===== config.mk =====
export PLATFORM = sky130hd
export DESIGN_NAME = sbi_divider
export DESIGN_NICKNAME = d
export VERILOG_FILES = /design/src/design/sbi_pkg.sv /design/src/design/sbi_divider.sv
export SDC_FILE = /design/constraint.sdc
export NUM_CORES = 2
export LEC_CHECK = 0
export BUFFER_PORTS_ARGS = -buffer_cell sky130_fd_sc_hd__buf_4
export CORE_AREA = 2 2 413 415
export DETAILED_ROUTE_END_ITERATION = 10
export DIE_AREA = 0 0 415 417
export GPL_ROUTABILITY_DRIVEN = 0
export PLACE_DENSITY_LB_ADDON = 0.08
export SLEW_MARGIN = 10
export SYNTH_ARGS = -nofsm -noshare
export SYNTH_HDL_FRONTEND = slang
export SYNTH_SLANG_ARGS = --single-unit

===== constraint.sdc =====
create_clock -name clk_i -period 4.3 [get_ports clk_i]
set_input_delay 0.645 -clock clk_i [delete_from_list [all_inputs] [get_ports clk_i]]
set_output_delay 0.645 -clock clk_i [all_outputs]
set_load 0.005 [all_outputs]

===== src/design/sbi_pkg.sv =====
// Package: payload types and constants for the segment/box intersection block.
`timescale 1ns / 1ps
package sbi_pkg;

  localparam int unsigned CoordW = 32;
  localparam int unsigned NumFaces = 6;

  typedef struct packed {
    logic signed [CoordW-1:0] box_min_x;
    logic signed [CoordW-1:0] box_min_y;
    logic signed [CoordW-1:0] box_min_z;
    logic signed [CoordW-1:0] box_max_x;
    logic signed [CoordW-1:0] box_max_y;
    logic signed [CoordW-1:0] box_max_z;
    logic signed [CoordW-1:0] seg_start_x;
    logic signed [CoordW-1:0] seg_start_y;
    logic signed [CoordW-1:0] seg_start_z;
    logic signed [CoordW-1:0] seg_end_x;
    logic signed [CoordW-1:0] seg_end_y;
    logic signed [CoordW-1:0] seg_end_z;
  } sbi_query_t;

  typedef struct packed {
    logic                     hit_found;
    logic signed [CoordW-1:0] hit_x;
    logic signed [CoordW-1:0] hit_y;
    logic signed [CoordW-1:0] hit_z;
  } sbi_result_t;

endpackage


===== src/design/sbi_divider.sv =====
// Pipelined restoring divider: quotient of num / den, one quotient bit per stage.
`timescale 1ns / 1ps
module sbi_divider import sbi_pkg::*; #(
  parameter int unsigned FracBits = 16,
  parameter int unsigned DenW     = 33,
  parameter int unsigned TagW     = 8
) (
  input  logic                clk_i,
  input  logic                rst_ni,
  input  logic                valid_i,
  input  logic [DenW-1:0]     num_i,
  input  logic [DenW-1:0]     den_i,
  input  logic [TagW-1:0]     tag_i,
  output logic                valid_o,
  output logic [FracBits-1:0] quot_o,
  output logic [TagW-1:0]     tag_o
);
  // The caller must keep num < den (not enforced here), so that the quotient of (num << FracBits)/den is FracBits wide.
  localparam int unsigned Stages = FracBits;

  // element s holds the output of stage s
  logic                vld_q [Stages];
  logic [DenW-1:0]     rem_q [Stages];
  logic [DenW-1:0]     den_q [Stages];
  logic [FracBits-1:0] quo_q [Stages];
  logic [TagW-1:0]     tag_q [Stages];

  for (genvar s = 0; s < Stages; s++) begin : g_stage
    logic                vld_s;
    logic [DenW-1:0]     rem_s;
    logic [DenW-1:0]     den_s;
    logic [FracBits-1:0] quo_s;
    logic [TagW-1:0]     tag_s;
    logic [DenW:0]       trial;
    logic                ge;

    if (s == 0) begin : g_head
      assign vld_s = valid_i;
      assign rem_s = num_i;
      assign den_s = den_i;
      assign quo_s = '0;
      assign tag_s = tag_i;
    end else begin : g_body
      assign vld_s = vld_q[s-1];
      assign rem_s = rem_q[s-1];
      assign den_s = den_q[s-1];
      assign quo_s = quo_q[s-1];
      assign tag_s = tag_q[s-1];
    end

    assign trial = {rem_s, 1'b0};
    assign ge    = trial >= {1'b0, den_s};

    always_ff @(posedge clk_i or negedge rst_ni) begin
      if (!rst_ni) begin
        vld_q[s] <= 1'b0;
      end else begin
        vld_q[s] <= vld_s;
      end
    end

    always_ff @(posedge clk_i) begin
      rem_q[s] <= ge ? DenW'(trial - {1'b0, den_s}) : DenW'(trial);
      den_q[s] <= den_s;
      quo_q[s] <= {quo_s[FracBits-2:0], ge};
      tag_q[s] <= tag_s;
    end
  end

  assign valid_o = vld_q[Stages-1];
  assign quot_o  = quo_q[Stages-1];
  assign tag_o   = tag_q[Stages-1];
endmodule


==> summary.txt <==
Die
  • Die width: 415 um
  • DIE HEIGHT: 417 um
  • Die ar.: 173000 um^2
  • I/O pins: 102
  • Floorplan core area: 169000 um^2
  • Starting Density: 34.8%
  • Site Rows: 151

GRT
  • Antenna violations before repair: 0
  • First-pass GRT wire length: 226 mm
  • Total track usage: 16.1%
  • Largest net degree at the start of global routing: 65
  • Vias in the first global route: 44749
  • Total congestion overflow: 0

Setup path
  • Nature of the critical path endpoint: register
  • Setup Crit Path Kind: register to register
  • Crit path arrival time: 4640 ps
  • Reg2reg start: rem_q[9][0]
  • WP data required: 4990 ps
  • Critical Path Source Type: register
  • R2r setup slk: 350 ps
  • CP Max Fanout: 39
  • Reg-to-reg critical path endpoint: rem_q[10][11]
  • Worst setup path endpoint: rem_q[10][11]
  • R2R cell count: 14
  • Launch point of the worst path: rem_q[9][0]

CTS
  • Worst-case clock buffer depth: 3
  • Skew-Pair Late Insertion Delay: 770 ps
  • H-tree depth: 4
  • CTS tree: built
  • Clock Pin Slew Worst Setup and Hold Paths: 60 ps
  • Setup Buffers After CTS: 0
  • Clk sinks: 1270
  • CTS Buf Count: 151
  • Buffer type at the clock tree root: clkbuf_16

Power
  • Part of the power in registers: 29.7%
  • Clock share of power: 22.2%
  • Leakage: 0.0315 uW
  • Switching pwr: 22000 uW
  • Max VDD drop: 0.439 mV
  • Cell internal pwr: 35500 uW
  • Power share of the combinational group: 48.1%
  • Pwr dens: 850 nW/um^2
  • Sw Share: 38.2%

Timing
  • Worst slew margin relative to its limit: 40.6%
  • Fmax: 253 MHz
  • Final worst path period need: 3950 ps
  • Unrepaired setup endpoints after global routing: no
  • Final setup fails: 0
  • Final Cycle Share: 91.8%
  • TNS Setup: 0 ps
  • Worst-Margin Slew: 890 ps
  • Clk_skew: 25.6 ps
  • Pins Over Slew Limit: 0
  • Fin. Hold Viols: 0

Synthesis
  • Cells after synthesis: 6269
  • Synthesis Warnings: 0
  • Async set or reset register ratio after synthesis: 1.26%
  • #FFs+latches synth: 1270
  • Top_reg_cell synth: dfxtp_1
  • Syn Area/Cell: 9.35 um^2
  • Unique masters post-synth: 93
  • EDFF count, synth: 0
  • Mapped cell area: 58600 um^2
  • Syn nets: 6888
  • Post-synthesis sequential area ratio: 43.5%

Finish
  • Post-Layout Inst Area: 67700 um^2
  • FF/Latch Area: 25500 um^2
  • Util after Layout: 40.2%
  • Commonest non-fill, non-tap cells in the layout: dfxtp_1 (1254), inv_1 (645), a21oi_1 (582)
  • Layout area overhead: 15.4%
  • Fill cells: 16541
  • Layout cells sized above 1: 8.06%
  • Nets@finish: 7100
  • Multi-input logic area: 30200 um^2
  • Commonest non-fill, non-tap cell in the layout: dfxtp_1
  • Ant. Diodes: 0

Routing
  • Drt via density: 4.86
  • Drt first-iter violations: 2123
  • Routed wire length per instance: 15.9 um
  • Vias: 42860
  • Final wirelength: 141 mm
  • Iteration count of the initial detailed-routing pass: 5
  • Routed Antenna Nets: 0
  • DR DRC count: 0

Placement
  • Port Buffer Count: 101
  • Dpl cell area: 62200 um^2
  • Post-detail-place hpwl: 111 mm

Run
  • Max Cap Viol: 0

Worst hold path
  • Hold Crit Class: input pin to register

Status
  • Status: complete, no violations
## critical path, cell delays in order, from the launching register on
cell and delay [ps]:
dfxtp_1 350, inv_1 70, fa_1 470, nor2b_1 190
o31a_1 240, o2111ai_1 190, a21boi_1 380, a311oi_1 160
buf_4 180, nor3_1 170, nand2b_1 220, a31o_2 760
buf_4 280, nor2_1 50, a21oi_1 150
## cell type report
| type | count | area share, % |
|---|---|---|
| Sequential cell | 1270 | 37.7 |
| Multi-Input combinational cell | 4210 | 44.6 |
| Tap cell | 2218 | 4.10 |
| Timing Repair Buffer | 199 | 2.57 |
| Clock buffer | 220 | 6.58 |
| Inverter | 649 | 3.60 |
| Clock inverter | 52 | 0.882 |
## synth_stat cells (all sizes together), types with 55 or more instances
master  count  share of area (%)
nand2     392                2.5
and3       57               0.61
nor2b      79               0.84
ha        527                 11
o21a       66               0.86
nand3      88               0.75
clkbuf    104               0.67
nand2b     57               0.61
dfxtp    1254                 43
o21bai     59               0.76
xor2      153                2.3
a21oi     582                5.0
o21ai     339                2.9
nand4      69               0.74
nor3       61               0.52
a31oi      55               0.65
mux2      192                3.9
inv       649                4.2
xnor2     265                4.0
a21o      308                3.9
nor2      373                2.4
## metal layers
layer  track usage, %  routed length, um  vias to the layer above
met2             31.5              73700                      723
li1                 -                  -                    22186
met1             15.7              54000                    19534
met4             10.3               8880                        0
met5                0                  0                        -
met3             2.45               3950                      417
## power groups by stage
stage	clock network [uW]	registers [uW]	logic, uW
6_report	12800	17100	27600
2_1_floorplan	0	16700	21300
4_1_cts	13300	17100	27700
5_1_grt	13700	17500	30900
3_3_place_gp	0	17400	27300
3_5_place_dp	0	17400	27500
## what timing repair did
| action | CTS | global route |
|---|---|---|
| hold buffers | 43 | 0 |
| endpoints found under the hold margin | 58 | 0 |
| resized for setup | 0 | 0 |
## cell families (layout without fill, tap and decap cells)
kind of cell,Yosys count,after routing,synth area share [%]
AO/OA/AOI/OAI,1709,1709,18.4
AND/OR/NAND/NOR,1335,1335,10.9
flip-flops,1270,1270,43.5
buffers and inverters,789,1120,5.15
adder cells (fa/ha/maj),542,542,11.8
XOR/XNOR,418,418,6.24
multiplexers,206,206,4.11
## flip-flops by register name (all words and copies together) (netlist names)
signal         flops
den_q            495
g_stage.vld_s     15
tag_q            128
valid_o            1
quo_q            136
rem_q            495
## stage by stage
| step | instances | hold WS, ps | worst slack [ps] | power, uW |
|---|---|---|---|---|
| 2_1_floorplan | 6269 | 310 | 1100 | 38000 |
| 3_3_place_gp | 8503 | 310 | 451 | 44800 |
| 3_5_place_dp | 8503 | 312 | 399 | 44900 |
| 4_1_cts | 8818 | 16.9 | 367 | 58200 |
| 5_1_grt | 8818 | 60.7 | 38.3 | 62100 |
| 6_report | 8818 | 106 | 354 | 57500 |
## worst min path at each step
| stage | startpoint | to | slack (ps) | cells after the start |
|---|---|---|---|---|
| after floorplan | quo_q[0][0] | quo_q[0][17] | 310 | 0 |
| after global placement | tag_q[0][32] | tag_q[0][40] | 310 | 0 |
| after detailed placement | quo_q[5][4] | quo_q[5][21] | 310 | 0 |
| after CTS | num_i[16] | rem_q[0][17] | 20 | 2 |
| after global routing | num_i[16] | rem_q[0][17] | 60 | 2 |
| final | num_i[16] | rem_q[0][17] | 110 | 2 |
Note: power is estimated with default switching activity, not from simulation.
